===== src/rtl/ifmt_pkg.sv =====
`timescale 1ns / 1ps
// package: conversion codes, character constants and shared types of the field formatter
package ifmt_pkg;

    // parameter defaults
    localparam int VALUE_BITS_DEF = 32;
    localparam int MAX_PREC_DEF   = 60;
    localparam int MAX_WIDTH_DEF  = 63;

    // port and field widths
    localparam int IN_DATA_W  = 56;
    localparam int OUT_DATA_W = 8;
    localparam int VAL_W      = 32;
    localparam int FLD_W      = 6;
    localparam int CNT_W      = 7;

    // conversion codes
    typedef enum logic [2:0] {
        CMD_SDEC = 3'd0,
        CMD_UDEC = 3'd1,
        CMD_OCT  = 3'd2,
        CMD_HEXL = 3'd3,
        CMD_HEXU = 3'd4,
        CMD_PTR  = 3'd5
    } cmd_t;

    typedef enum logic [1:0] {
        RADIX_DEC = 2'd0,
        RADIX_OCT = 2'd1,
        RADIX_HEX = 2'd2
    } radix_t;

    // ascii characters
    localparam logic [7:0] CH_SPACE   = 8'h20;
    localparam logic [7:0] CH_PLUS    = 8'h2b;
    localparam logic [7:0] CH_MINUS   = 8'h2d;
    localparam logic [7:0] CH_ZERO    = 8'h30;
    localparam logic [7:0] CH_UPPER_A = 8'h41;
    localparam logic [7:0] CH_UPPER_X = 8'h58;
    localparam logic [7:0] CH_LOWER_A = 8'h61;
    localparam logic [7:0] CH_LOWER_X = 8'h78;

    // decoded conversion that travels with the value
    typedef struct packed {
        radix_t             radix;
        logic               upper;
        logic               has_sign;
        logic [7:0]         sign_ch;
        logic [1:0]         pre_len;
        logic [FLD_W-1:0]   wid;
        logic [FLD_W-1:0]   mind;
        logic               left;
        logic               zfill;
    } fmt_t;

    // one digit to its ascii character
    function automatic logic [7:0] digit_char(input logic [3:0] d, input logic upper);
        logic [7:0] ch;
        if (d > 4'd9)
            ch = 8'(d) - 8'd10 + (upper ? CH_UPPER_A : CH_LOWER_A);
        else
            ch = 8'(d) + CH_ZERO;
        return ch;
    endfunction

endpackage


===== src/rtl/integer_field_formatter_unit.sv =====
`timescale 1ns / 1ps
// top level: integer conversion formatter, decode, binary to bcd pipeline and character emitter
//
// Each input item is one parsed integer conversion; the block answers with the
// formatted ascii field, one character per output item, tlast on the final one.
// Unknown conversion codes (6, 7) are taken and give no output. An item passes
// an input decode stage, (VALUE_BITS+3)/4 binary-to-bcd stages of four bits each,
// a digit count stage and a padding stage before it reaches the emitter, which gives
// one character per cycle while m_axis_tready is high. A field is max(width,
// content length) characters, 1 to 63, on the single character port, which sets
// the sustained rate; the pipeline in front keeps later items moving while a
// field is sent.
module integer_field_formatter_unit #(
    parameter int VALUE_BITS    = ifmt_pkg::VALUE_BITS_DEF,
    parameter int MAX_PRECISION = ifmt_pkg::MAX_PREC_DEF,
    parameter int MAX_WIDTH     = ifmt_pkg::MAX_WIDTH_DEF
)
(
    input  logic                            clk,
    input  logic                            rst_n,
    input  logic                            s_axis_tvalid,
    output logic                            s_axis_tready,
    // cmd, value, width, has_precision, precision, left_adjust, alt_form,
    // plus_flag, space_flag, zero_flag, three unused bits
    input  logic [ifmt_pkg::IN_DATA_W-1:0]  s_axis_tdata,
    output logic                            m_axis_tvalid,
    input  logic                            m_axis_tready,
    // out_char
    output logic [ifmt_pkg::OUT_DATA_W-1:0] m_axis_tdata,
    output logic                            m_axis_tlast
);
    import ifmt_pkg::*;

    localparam int NS    = (VALUE_BITS + 3) / 4;
    localparam int MW    = 4 * NS;
    localparam int NDMAX = (VALUE_BITS + 2) / 3;
    localparam int DIW   = $clog2(NDMAX);
    localparam int BCD_W = 4 * NDMAX;

    // input fields
    cmd_t             in_cmd;
    logic [VAL_W-1:0] in_value;
    logic [FLD_W-1:0] in_width;
    logic             in_has_prec;
    logic [FLD_W-1:0] in_prec;
    logic             in_left;
    logic             in_alt;
    logic             in_plus;
    logic             in_space;
    logic             in_zero;

    // decode stage signals
    logic [VALUE_BITS-1:0] in_val;
    logic [VALUE_BITS-1:0] in_mag;
    logic                  in_neg;
    logic                  in_ok;
    logic [FLD_W-1:0]      in_prec_c;
    fmt_t                  fmt_next;
    logic [MW-1:0]         mag_next;

    // front pipeline: decode stage and bcd stages
    logic [NS:0]      vld_reg;
    fmt_t             fmt_reg [NS+1];
    logic [MW-1:0]    mag_reg [NS+1];
    logic [BCD_W-1:0] bcd_reg [NS];
    logic [BCD_W-1:0] dab_next [NS];
    logic [NS:0]      en;

    // digit count stage
    logic                         a_vld_reg;
    logic                         a_en;
    fmt_t                         a_fmt_reg;
    logic [NDMAX-1:0][3:0]        a_dig_reg;
    logic [NDMAX-1:0][3:0]        a_dig_next;
    logic [FLD_W-1:0]             a_ndig_reg;
    logic [FLD_W-1:0]             a_ndig_next;

    // padding stage
    logic                  b_vld_reg;
    logic                  b_en;
    fmt_t                  b_fmt_reg;
    logic [NDMAX-1:0][3:0] b_dig_reg;
    logic [FLD_W-1:0]      b_ndig_reg;
    logic [FLD_W-1:0]      b_pad_reg;
    logic [FLD_W-1:0]      b_pad_next;
    logic [CNT_W-1:0]      b_dlen;

    // emitter
    logic                  e_busy_reg;
    logic [CNT_W-1:0]      e_pos_reg;
    logic [CNT_W-1:0]      e_lead_end_reg;
    logic [CNT_W-1:0]      e_sign_end_reg;
    logic [CNT_W-1:0]      e_pre_end_reg;
    logic [CNT_W-1:0]      e_zero_end_reg;
    logic [CNT_W-1:0]      e_dig_end_reg;
    logic [CNT_W-1:0]      e_last_reg;
    logic [7:0]            e_sign_ch_reg;
    logic                  e_upper_reg;
    logic [NDMAX-1:0][3:0] e_dig_reg;
    logic [CNT_W-1:0]      e_lead_end_next;
    logic [CNT_W-1:0]      e_sign_end_next;
    logic [CNT_W-1:0]      e_pre_end_next;
    logic [CNT_W-1:0]      e_zero_end_next;
    logic [CNT_W-1:0]      e_dig_end_next;
    logic [CNT_W-1:0]      e_last_next;
    logic                  e_at_last;
    logic                  emit_take;
    logic [CNT_W-1:0]      e_idx;

    // unpack input item
    assign in_cmd      = cmd_t'(s_axis_tdata[2:0]);
    assign in_value    = s_axis_tdata[34:3];
    assign in_width    = s_axis_tdata[40:35];
    assign in_has_prec = s_axis_tdata[41];
    assign in_prec     = s_axis_tdata[47:42];
    assign in_left     = s_axis_tdata[48];
    assign in_alt      = s_axis_tdata[49];
    assign in_plus     = s_axis_tdata[50];
    assign in_space    = s_axis_tdata[51];
    assign in_zero     = s_axis_tdata[52];

    // decode conversion, sign and magnitude
    always_comb
    begin
        in_val = '0;
        for (int i = 0; i < VALUE_BITS; i++)
        begin
            if (i < VAL_W)
                in_val[i] = in_value[i];
        end
        in_neg   = (in_cmd == CMD_SDEC) && in_val[VALUE_BITS-1];
        in_mag   = in_neg ? VALUE_BITS'(~in_val + 1'b1) : in_val;
        mag_next = MW'(in_mag);
        in_ok    = s_axis_tvalid && (in_cmd <= CMD_PTR);

        case (in_cmd)
            CMD_OCT:                    fmt_next.radix = RADIX_OCT;
            CMD_HEXL, CMD_HEXU, CMD_PTR: fmt_next.radix = RADIX_HEX;
            default:                    fmt_next.radix = RADIX_DEC;
        endcase
        fmt_next.upper    = (in_cmd == CMD_HEXU);
        fmt_next.has_sign = (in_cmd == CMD_SDEC) && (in_neg || in_plus || in_space);
        fmt_next.sign_ch  = in_neg ? CH_MINUS : (in_plus ? CH_PLUS : CH_SPACE);
        fmt_next.pre_len  = 2'd0;
        if ((in_alt || in_cmd == CMD_PTR) && in_val != '0)
        begin
            if (fmt_next.radix == RADIX_OCT)
                fmt_next.pre_len = 2'd1;
            else if (fmt_next.radix == RADIX_HEX)
                fmt_next.pre_len = 2'd2;
        end
        fmt_next.wid = (in_width > FLD_W'(MAX_WIDTH)) ? FLD_W'(MAX_WIDTH) : in_width;
        in_prec_c    = (in_prec > FLD_W'(MAX_PRECISION)) ? FLD_W'(MAX_PRECISION) : in_prec;
        if (in_has_prec && in_prec_c != '0)
            fmt_next.mind = in_prec_c;
        else
            fmt_next.mind = FLD_W'(1);
        fmt_next.left  = in_left;
        fmt_next.zfill = !in_left && in_zero && !in_has_prec;
    end

    // stall chain, from the emitter back to the input
    assign e_at_last     = (e_pos_reg == e_last_reg);
    assign emit_take     = !e_busy_reg || (m_axis_tready && e_at_last);
    assign b_en          = !b_vld_reg || emit_take;
    assign a_en          = !a_vld_reg || b_en;
    assign s_axis_tready = en[0];

    always_comb
    begin
        en[NS] = !vld_reg[NS] || a_en;
        for (int i = NS - 1; i >= 0; i--)
            en[i] = !vld_reg[i] || en[i+1];
    end

    // binary to bcd, four bits of the magnitude per stage
    always_comb
    begin
        logic [BCD_W-1:0] acc;
        logic [3:0]       nib;
        for (int i = 1; i <= NS; i++)
        begin
            if (i == 1)
                acc = '0;
            else
                acc = bcd_reg[i-2];
            nib = mag_reg[i-1][MW-1-4*(i-1) -: 4];
            for (int b = 3; b >= 0; b--)
            begin
                for (int d = 0; d < NDMAX; d++)
                begin
                    if (acc[4*d +: 4] >= 4'd5)
                        acc[4*d +: 4] = acc[4*d +: 4] + 4'd3;
                end
                acc = {acc[BCD_W-2:0], nib[b]};
            end
            dab_next[i-1] = acc;
        end
    end

    // front pipeline valid bits
    always_ff @(posedge clk or negedge rst_n)
    begin
        if (!rst_n)
        begin
            vld_reg <= '0;
        end
        else
        begin
            if (en[0])
                vld_reg[0] <= in_ok;
            for (int i = 1; i <= NS; i++)
            begin
                if (en[i])
                    vld_reg[i] <= vld_reg[i-1];
            end
        end
    end

    // front pipeline payload
    always_ff @(posedge clk)
    begin
        if (en[0])
        begin
            fmt_reg[0] <= fmt_next;
            mag_reg[0] <= mag_next;
        end
        for (int i = 1; i <= NS; i++)
        begin
            if (en[i])
            begin
                fmt_reg[i]   <= fmt_reg[i-1];
                mag_reg[i]   <= mag_reg[i-1];
                bcd_reg[i-1] <= dab_next[i-1];
            end
        end
    end

    // select digits by radix and count them
    always_comb
    begin
        logic [3:0]       oct;
        logic [3:0]       hex;
        logic [FLD_W-1:0] sig;
        sig = '0;
        for (int j = 0; j < NDMAX; j++)
        begin
            oct = '0;
            hex = '0;
            for (int b = 0; b < 3; b++)
            begin
                if (3 * j + b < MW)
                    oct[b] = mag_reg[NS][3*j+b];
            end
            for (int b = 0; b < 4; b++)
            begin
                if (4 * j + b < MW)
                    hex[b] = mag_reg[NS][4*j+b];
            end
            case (fmt_reg[NS].radix)
                RADIX_OCT: a_dig_next[j] = oct;
                RADIX_HEX: a_dig_next[j] = hex;
                default:   a_dig_next[j] = bcd_reg[NS-1][4*j +: 4];
            endcase
            if (a_dig_next[j] != 4'd0)
                sig = FLD_W'(j + 1);
        end
        a_ndig_next = (sig > fmt_reg[NS].mind) ? sig : fmt_reg[NS].mind;
    end

    // content length and padding
    always_comb
    begin
        b_dlen = CNT_W'(a_ndig_reg) + CNT_W'(a_fmt_reg.has_sign) + CNT_W'(a_fmt_reg.pre_len);
        if (CNT_W'(a_fmt_reg.wid) > b_dlen)
            b_pad_next = FLD_W'(CNT_W'(a_fmt_reg.wid) - b_dlen);
        else
            b_pad_next = '0;
    end

    // count and padding stage registers
    always_ff @(posedge clk or negedge rst_n)
    begin
        if (!rst_n)
        begin
            a_vld_reg <= 1'b0;
            b_vld_reg <= 1'b0;
        end
        else
        begin
            if (a_en)
                a_vld_reg <= vld_reg[NS];
            if (b_en)
                b_vld_reg <= a_vld_reg;
        end
    end

    always_ff @(posedge clk)
    begin
        if (a_en)
        begin
            a_fmt_reg  <= fmt_reg[NS];
            a_dig_reg  <= a_dig_next;
            a_ndig_reg <= a_ndig_next;
        end
        if (b_en)
        begin
            b_fmt_reg  <= a_fmt_reg;
            b_dig_reg  <= a_dig_reg;
            b_ndig_reg <= a_ndig_reg;
            b_pad_reg  <= b_pad_next;
        end
    end

    // segment boundaries of the field
    always_comb
    begin
        logic [CNT_W-1:0] pad;
        pad = CNT_W'(b_pad_reg);
        e_lead_end_next = (!b_fmt_reg.left && !b_fmt_reg.zfill) ? pad : '0;
        e_sign_end_next = e_lead_end_next + CNT_W'(b_fmt_reg.has_sign);
        e_pre_end_next  = e_sign_end_next + CNT_W'(b_fmt_reg.pre_len);
        e_zero_end_next = e_pre_end_next + (b_fmt_reg.zfill ? pad : '0);
        e_dig_end_next  = e_zero_end_next + CNT_W'(b_ndig_reg);
        e_last_next     = e_dig_end_next + (b_fmt_reg.left ? pad : '0) - 1'b1;
    end

    // emitter control
    always_ff @(posedge clk or negedge rst_n)
    begin
        if (!rst_n)
        begin
            e_busy_reg <= 1'b0;
            e_pos_reg  <= '0;
        end
        else if (emit_take)
        begin
            e_busy_reg <= b_vld_reg;
            e_pos_reg  <= '0;
        end
        else if (m_axis_tready)
        begin
            e_pos_reg <= e_pos_reg + 1'b1;
        end
    end

    // emitter field layout
    always_ff @(posedge clk)
    begin
        if (emit_take)
        begin
            e_lead_end_reg <= e_lead_end_next;
            e_sign_end_reg <= e_sign_end_next;
            e_pre_end_reg  <= e_pre_end_next;
            e_zero_end_reg <= e_zero_end_next;
            e_dig_end_reg  <= e_dig_end_next;
            e_last_reg     <= e_last_next;
            e_sign_ch_reg  <= b_fmt_reg.sign_ch;
            e_upper_reg    <= b_fmt_reg.upper;
            e_dig_reg      <= b_dig_reg;
        end
    end

    // character at the current position
    assign e_idx = e_dig_end_reg - 1'b1 - e_pos_reg;

    always_comb
    begin
        if (e_pos_reg < e_lead_end_reg)
            m_axis_tdata = CH_SPACE;
        else if (e_pos_reg < e_sign_end_reg)
            m_axis_tdata = e_sign_ch_reg;
        else if (e_pos_reg < e_pre_end_reg)
            m_axis_tdata = (e_pos_reg == e_sign_end_reg) ? CH_ZERO :
                           (e_upper_reg ? CH_UPPER_X : CH_LOWER_X);
        else if (e_pos_reg < e_zero_end_reg)
            m_axis_tdata = CH_ZERO;
        else if (e_pos_reg < e_dig_end_reg)
            m_axis_tdata = (e_idx < CNT_W'(NDMAX)) ?
                           digit_char(e_dig_reg[e_idx[DIW-1:0]], e_upper_reg) : CH_ZERO;
        else
            m_axis_tdata = CH_SPACE;
    end

    assign m_axis_tvalid = e_busy_reg;
    assign m_axis_tlast  = e_at_last;

endmodule


===== config.mk =====
export PLATFORM = sky130hd
export DESIGN_NAME = integer_field_formatter_unit
export DESIGN_NICKNAME = d
export VERILOG_FILES = /design/src/rtl/ifmt_pkg.sv /design/src/rtl/integer_field_formatter_unit.sv
export SDC_FILE = /design/constraint.sdc
export NUM_CORES = 2
export LEC_CHECK = 0
export BUFFER_PORTS_ARGS = -buffer_cell sky130_fd_sc_hd__buf_2
export CORE_ASPECT_RATIO = 1.25
export CORE_UTILIZATION = 55
export CTS_BUF_LIST = sky130_fd_sc_hd__clkbuf_2
export DETAILED_ROUTE_END_ITERATION = 16
export PLACE_DENSITY_LB_ADDON = 0.15
export SYNTH_ARGS = -nofsm -noshare
export SYNTH_HDL_FRONTEND = slang
export SYNTH_SLANG_ARGS = --single-unit

===== constraint.sdc =====
create_clock -name clk -period 9.2 [get_ports clk]
set_input_delay 1.84 -clock clk [delete_from_list [all_inputs] [get_ports clk]]
set_output_delay 1.84 -clock clk [all_outputs]
set_load 0.005 [all_outputs]

# Yosys cells after proc, flatten, opt, wreduce, memory -nomap -nowiden
# Memory sizes are Yosys's and may differ from the RTL's.
# Cells that the tools add are included.
[op_classes]
reduce_logical = 56
n_mux = 382
add_sub_neg = 330
eq_ne = 10
n_lt_le_gt_ge = 327
bitwise = 1
[op_table]
columns = ["cell", "n"]
rows = [
  ["4-bit by 3-bit >= comparator with 1-bit output (second input constant)", 311],
  ["4-bit two-way mux", 288],
  ["4-bit by 2-bit adder with 4-bit output (second input constant)", 283],
  ["6-bit two-way mux", 19],
  ["4-bit one-hot mux with 2 select lines", 11],
  ["3-bit two-way mux", 29],
  ["3-bit by 2-bit adder with 3-bit output (second input constant)", 28],
  ["8-bit two-way mux", 7],
  ["4-bit nonzero test", 11],
  ["7-bit < comparator", 5],
  ["32-bit by 1-bit adder with 32-bit output (second input constant)", 1],
  ["32-bit two-way mux", 1],
  ["32-bit NOT", 1],
  ["32-bit nonzero test", 1],
  ["7-bit by 6-bit adder with 7-bit output", 3],
  ["7-bit two-way mux", 3],
  ["1-bit two-way mux", 19],
  ["4-bit binary-select mux with 4-bit select", 1],
  ["1-bit logical NOT", 16],
  ["1-bit logical OR", 15],
  ["6-bit by 1-bit adder with 7-bit output", 2],
  ["7-bit by 2-bit adder with 7-bit output", 2],
  ["7-bit == test", 2],
  ["7-bit by 1-bit subtractor with 7-bit output (second input constant)", 2],
  ["28 further kinds", 45],
]
[word_totals]
ramBits = 892
in_bits = 60
mem_count = 3
ff_bits = 254
wordCells = 1179
[memory_table]
columns = ["memory", "depth", "word_bits", "read_ports", "rd_ports_with_merged_regs", "write_ports", "line", "text"]
rows = [
  ["bcd_reg", 8, 44, 8, 0, 8, "integer_field_formatter_unit.sv:65", "logic [BCD_W-1:0] bcd_reg [NS];"],
  ["mag_reg", 9, 32, 9, 0, 9, "integer_field_formatter_unit.sv:64", "logic [MW-1:0] mag_reg [NS+1];"],
  ["fmt_reg", 9, 28, 9, 0, 9, "integer_field_formatter_unit.sv:63", "fmt_t fmt_reg [NS+1];"],
]

# Longest topological paths before layout
# An unclocked memory read counts as a cell.
[logic_depth]
depth_word = 17
mapped_depth = 24

# Worst setup path before layout
# Ideal clock, no wire load.
[synth_path]
path_kind = "input -> output"
start = "in m_axis_tready"
end = "out s_axis_tready"
path_buffers = 0
required_ps = 7360
cell_stages = 5
setup_slack_ps = 3250
arrival_ps = 4110
cell_sequence = "a31oi_1 -> and4_1 -> and4_1 -> and3_1 -> nand3_1"
[synth_between]
elab_chain_len = 13
[synth_rtl]
columns = ["element", "line", "text"]
rows = [
  ["start: declaration", "integer_field_formatter_unit.sv:27", "input logic m_axis_tready,"],
  ["1-bit logical AND", "integer_field_formatter_unit.sv:164", "assign emit_take = !e_busy_reg || (m_axis_tready && e_at_last);"],
  ["1-bit logical OR", "integer_field_formatter_unit.sv:164", ""],
  ["1-bit logical OR", "integer_field_formatter_unit.sv:165", "assign b_en = !b_vld_reg || emit_take;"],
  ["1-bit logical OR", "integer_field_formatter_unit.sv:166", "assign a_en = !a_vld_reg || b_en;"],
  ["1-bit logical OR", "integer_field_formatter_unit.sv:171", "en[NS] = !vld_reg[NS] || a_en;"],
  ["1-bit logical OR (8 in series)", "integer_field_formatter_unit.sv:173", "en[i] = !vld_reg[i] || en[i+1];"],
  ["end: declaration", "integer_field_formatter_unit.sv:22", "output logic s_axis_tready,"],
]
# Every way passes these cells.

# Worst setup path in the final report
[layout_path]
start = "reg e_pos_reg[0]"
end = "out m_axis_tdata[1] (netlist bit)"
[layout_between]
elab_chain_len = 12
word_cells_on_any_way = 22
[layout_rtl]
columns = ["element", "line", "text"]
rows = [
  ["start: declaration", "integer_field_formatter_unit.sv:90", "logic [CNT_W-1:0] e_pos_reg;"],
  ["start signal: assignment", "integer_field_formatter_unit.sv:343", "e_pos_reg <= e_pos_reg + 1'b1;"],
  ["7-bit subtractor", "integer_field_formatter_unit.sv:365", "assign e_idx = e_dig_end_reg - 1'b1 - e_pos_reg;"],
  ["4-bit binary-select mux with 4-bit select", "integer_field_formatter_unit.sv:380", "digit_char(e_dig_reg[e_idx[DIW-1:0]], e_upper_reg) : CH_ZERO;"],
  ["4-bit two-way mux (implied by the code)", "integer_field_formatter_unit.sv:380", ""],
  ["4-bit by 4-bit subtractor with 5-bit output", "ifmt_pkg.sv:60", "ch = 8'(d) - 8'd10 + (upper ? CH_UPPER_A : CH_LOWER_A);"],
  ["8-bit by 7-bit adder with 8-bit output", "ifmt_pkg.sv:60", ""],
  ["8-bit two-way mux", "ifmt_pkg.sv:59", "if (d > 4'd9)"],
  ["8-bit two-way mux", "integer_field_formatter_unit.sv:379", "m_axis_tdata = (e_idx < CNT_W'(NDMAX)) ?"],
  ["8-bit two-way mux", "integer_field_formatter_unit.sv:378", "else if (e_pos_reg < e_dig_end_reg)"],
  ["8-bit two-way mux", "integer_field_formatter_unit.sv:376", "else if (e_pos_reg < e_zero_end_reg)"],
  ["8-bit two-way mux", "integer_field_formatter_unit.sv:373", "else if (e_pos_reg < e_pre_end_reg)"],
  ["8-bit two-way mux", "integer_field_formatter_unit.sv:371", "else if (e_pos_reg < e_sign_end_reg)"],
  ["8-bit two-way mux *", "integer_field_formatter_unit.sv:369", "if (e_pos_reg < e_lead_end_reg)"],
  ["end: declaration", "integer_field_formatter_unit.sv:29", "output logic [ifmt_pkg::OUT_DATA_W-1:0] m_axis_tdata,"],
]
# Every way passes the cells marked *; elsewhere a longest branch is shown, timed or not. The select of a mux whose other input is x is not followed.

==> results.tsv <==
stage	metric	value	unit
placement	Setup WS pre-CTS	3.09	ns
clocking	setup repair bufs after CTS	0	
drt	via count	30100	
cells_and_area	most common cell after layout, fill and taps aside	edfxtp_1	
timing	final setup violation count	0	
logic_synthesis	Syn Inst Count	4067	
drt	Antenna Nets Post-Route	0	
logic_synthesis	Synth Area in Compound Gates	11.2	%
logic_synthesis	Synth Cell Area	49500	um2
clocking	CTS tree	yes	
floorplanning	die height	338	um
critical_path	Crit Path Category	flop to primary output	
timing	fin crit share	82.0	%
clocking	latest clock arrival within the worst-skew pair	1.40	ns
logic_synthesis	FF+latch count, synth	906	
global_routing	vias in the first global route	30000	
logic_synthesis	ranking of synthesized cells by area	edfxtp_1 (54%), ha_1 (10%), mux2i_1 (3.7%)	
floorplanning	die area	91300	um2
clocking	CTS root buf	clkbuf_2	
run	max cap viols	0	
critical_path	CP cell instances	inv_1 -> ha_1 -> fa_1 -> mux4_2 -> mux2_2 -> mux2_2 -> inv_1 -> ha_1 -> nor2_1 -> o21ai_1 -> mux2i_1 -> o21ai_0 -> and2_1 -> buf_2	
critical_path	crit path DAT	5.71	ns
placement	DP HPWL	62100	um
floorplanning	I/O pin count	71	
logic_synthesis	register area share after synthesis	54.7	%
clocking	total CTS buffers	210	
global_routing	largest net degree at the start of global routing	82	
critical_path	Worst EP required	7.36	ns
floorplanning	CORE AREA	88800	um2
logic_synthesis	mux contribution to synthesized area	6.05	%
logic_synthesis	Adder-Cell Fraction of Synth Area	10.6	%
critical_path	crit path launch	e_pos_reg[0]	
logic_synthesis	mean post-synth cell area	12.2	um2
critical_path	crit path to	m_axis_tdata[1]	
drt	WL/cell	14.8	um
logic_synthesis	Synth cell types	102	
clocking	Sink Count	906	
timing	TNS Setup	0	ns
timing	Setup Skew	0.0951	ns
clocking	Longest Clk Path Bufs	3	
global_routing	first-pass GRT wire length	139000	um
clocking	CTS resizes	0	
critical_path	cells on worst reg2reg path	24	
critical_path	CP Launch Type	flop	
floorplanning	num rows	122	
floorplanning	initial core utilization	55.8	%
critical_path	Setup crit end kind	primary output	
global_routing	gr ovfl total	0	
placement	Port Buffers	67	
clocking	H-tree levels	4	
clocking	Worst-path clk slew	0.12	ns
global_routing	initial antenna violation count	1	
drt	1st-pass router iterations	5	
logic_synthesis	top cell type's share of synthesized area	53.8	%
clocking	CTS Hold Bufs	0	
placement	routability cong.	0.828	
timing	unrepaired setup endpoints after global routing	false	
global_routing	total track usage	18.7	%
power_and_ir_drop	pwr dens	157	nW/um2
logic_synthesis	asr flop ratio synth	2.10	%
critical_path	Critical Path Fanout Max	14	
timing	Tightest Pin Transition	1.02	ns
power_and_ir_drop	Peak supply drop	177	uV
logic_synthesis	Yosys warnings	0	
run_status	status	finished clean	
power_and_ir_drop	Pleak	21.9	nW
floorplanning	Die X	270	um
cells_and_area	most frequent cells in the layout	edfxtp_1 (887), inv_1 (432), ha_1 (408)	
cells_and_area	Area growth syn-to-layout	7.72	%
timing	min cycle time layout	7.55	ns
timing	final worst-path setup slack	1.65	ns
cells_and_area	layout cells sized above 1	13.3	%
logic_synthesis	largest family of logic cells by synthesized area	compound AO/OA/AOI/OAI gates	
logic_synthesis	area leader, netlist	edfxtp_1	
critical_path	CP peak stage delay	0.91	ns
drt	DRC violations left	0	
timing	Fin. Hold Viols	0	
logic_synthesis	post-synthesis xor/xnor area fraction	3.74	%
worst_hold_path	Hold WC Path Type	flop to flop	
logic_synthesis	EDFF count, synth	887	
timing	Slew HR	32.0	%
logic_synthesis	Net Count, Synth	4543	
logic_synthesis	Simple-Gate Fraction of Synth Area	9.99	%
cells_and_area	Largest register FFs	288	
cells_and_area	Layout Nets	4792	
critical_path	Slowest-stage cell, CP	fa_1	
critical_path	worst r2r src	b_fmt_reg[1]	
drt	routed wire length	83800	um
timing	Slew Limit Fails	0	
drt	routed vias/inst	5.31	
critical_path	FF-to-FF End	e_last_reg[6]	
timing	Achievable Freq	0.133	GHz
critical_path	r2r setup slk	3.63	ns
drt	DR iter-0 viols	1379	
logic_synthesis	dominant synthesized flop cell	edfxtp_1	
## kinds of logic after synthesis
family	after synthesis
muxes	278
and+or+nand+nor	953
DFF	906
xor gates and xnor gates	211
adders and majority gates	416
AOI/OAI and AO/OA	817
buffers and inverters	486
## critical path: cells and delay by family (launching register included)
kind | cells | cell delay, ns
flip-flops | 1 | 0.51
AND/OR/NAND/NOR | 2 | 0.26
multiplexers | 4 | 1.27
AO/OA/AOI/OAI | 2 | 0.40
adder cells (fa/ha/maj) | 3 | 1.42
buffers and inverters | 3 | 0.44
## metrics by stage
stage	cell area [um2]	power (mW)	util, %	hold WS, ns	std cells
5_1_grt	53400	8.87	60.1	0.270	5669
2_1_floorplan	49500	5.64	-	0.400	4067
6_report	53400	8.39	60.1	0.367	5669
3_3_place_gp	51400	5.88	57.8	0.400	5282
3_5_place_dp	51400	5.91	57.8	0.405	5282
4_1_cts	53400	8.53	60.1	0.170	5668
## routing by layer
layer  track usage, %  routed length [um]
met2             34.7               44100
met5                0                   0
met1             21.1               34800
met3             3.15                2710
met4             7.69                2150
## area by class of cell
| class | instances | area [um2] |
|---|---|---|
| Fill cell | 7281 | 35500 |
| Sequential cell | 906 | 27100 |
| Multi-Input combinational cell | 2675 | 20700 |
| Inverter | 439 | 1650 |
| Clock buffer | 305 | 1530 |
| Tap cell | 1178 | 1470 |
| Clock inverter | 81 | 492 |
| Timing Repair Buffer | 84 | 463 |
| Antenna cell | 1 | 2.50 |
## synthesized netlist by cell type, types with 19 or more instances
library cell / number
inv_1: 436
o21ai_0: 168
and2_1: 38
mux2i_1: 182
o31ai_1: 40
o21ai_1: 49
edfxtp_1: 887
o21bai_1: 26
a21o_1: 64
nand2b_1: 120
or2_2: 23
nor3b_1: 42
nor2b_1: 105
a211o_1: 21
nor2_1: 201
xnor2_1: 154
a211oi_1: 40
mux2_2: 85
nand2_1: 227
ha_1: 408
nor3_1: 76
clkbuf_1: 35
xor2_1: 56
a2bb2oi_1: 22
a22oi_1: 20
a21oi_1: 155
dfrtp_1: 19
a31oi_1: 30
nand3_1: 20
## power breakdown
group | switching (mW) | internal [mW]
combinational | 0.652 | 0.510
sequential | 0.0610 | 4.59
clock | 1.55 | 1.03
total | 2.26 | 6.13
## worst min path at each step
stage | startpoint | to | slack (ns) | cells after the start
after CTS | rst_n | vld_reg[1] | 0.17 | 1
after floorplan | fmt_reg[0][224] | a_fmt_reg[0] | 0.40 | 0
final | b_dig_reg[33] | e_dig_reg[33] | 0.37 | 0
after global placement | mag_reg[0][0] | mag_reg[0][32] | 0.40 | 0
after global routing | rst_n | e_pos_reg[6] | 0.27 | 1
after detailed placement | fmt_reg[0][236] | a_fmt_reg[12] | 0.40 | 0
Note: power is estimated with default switching activity, not from simulation.
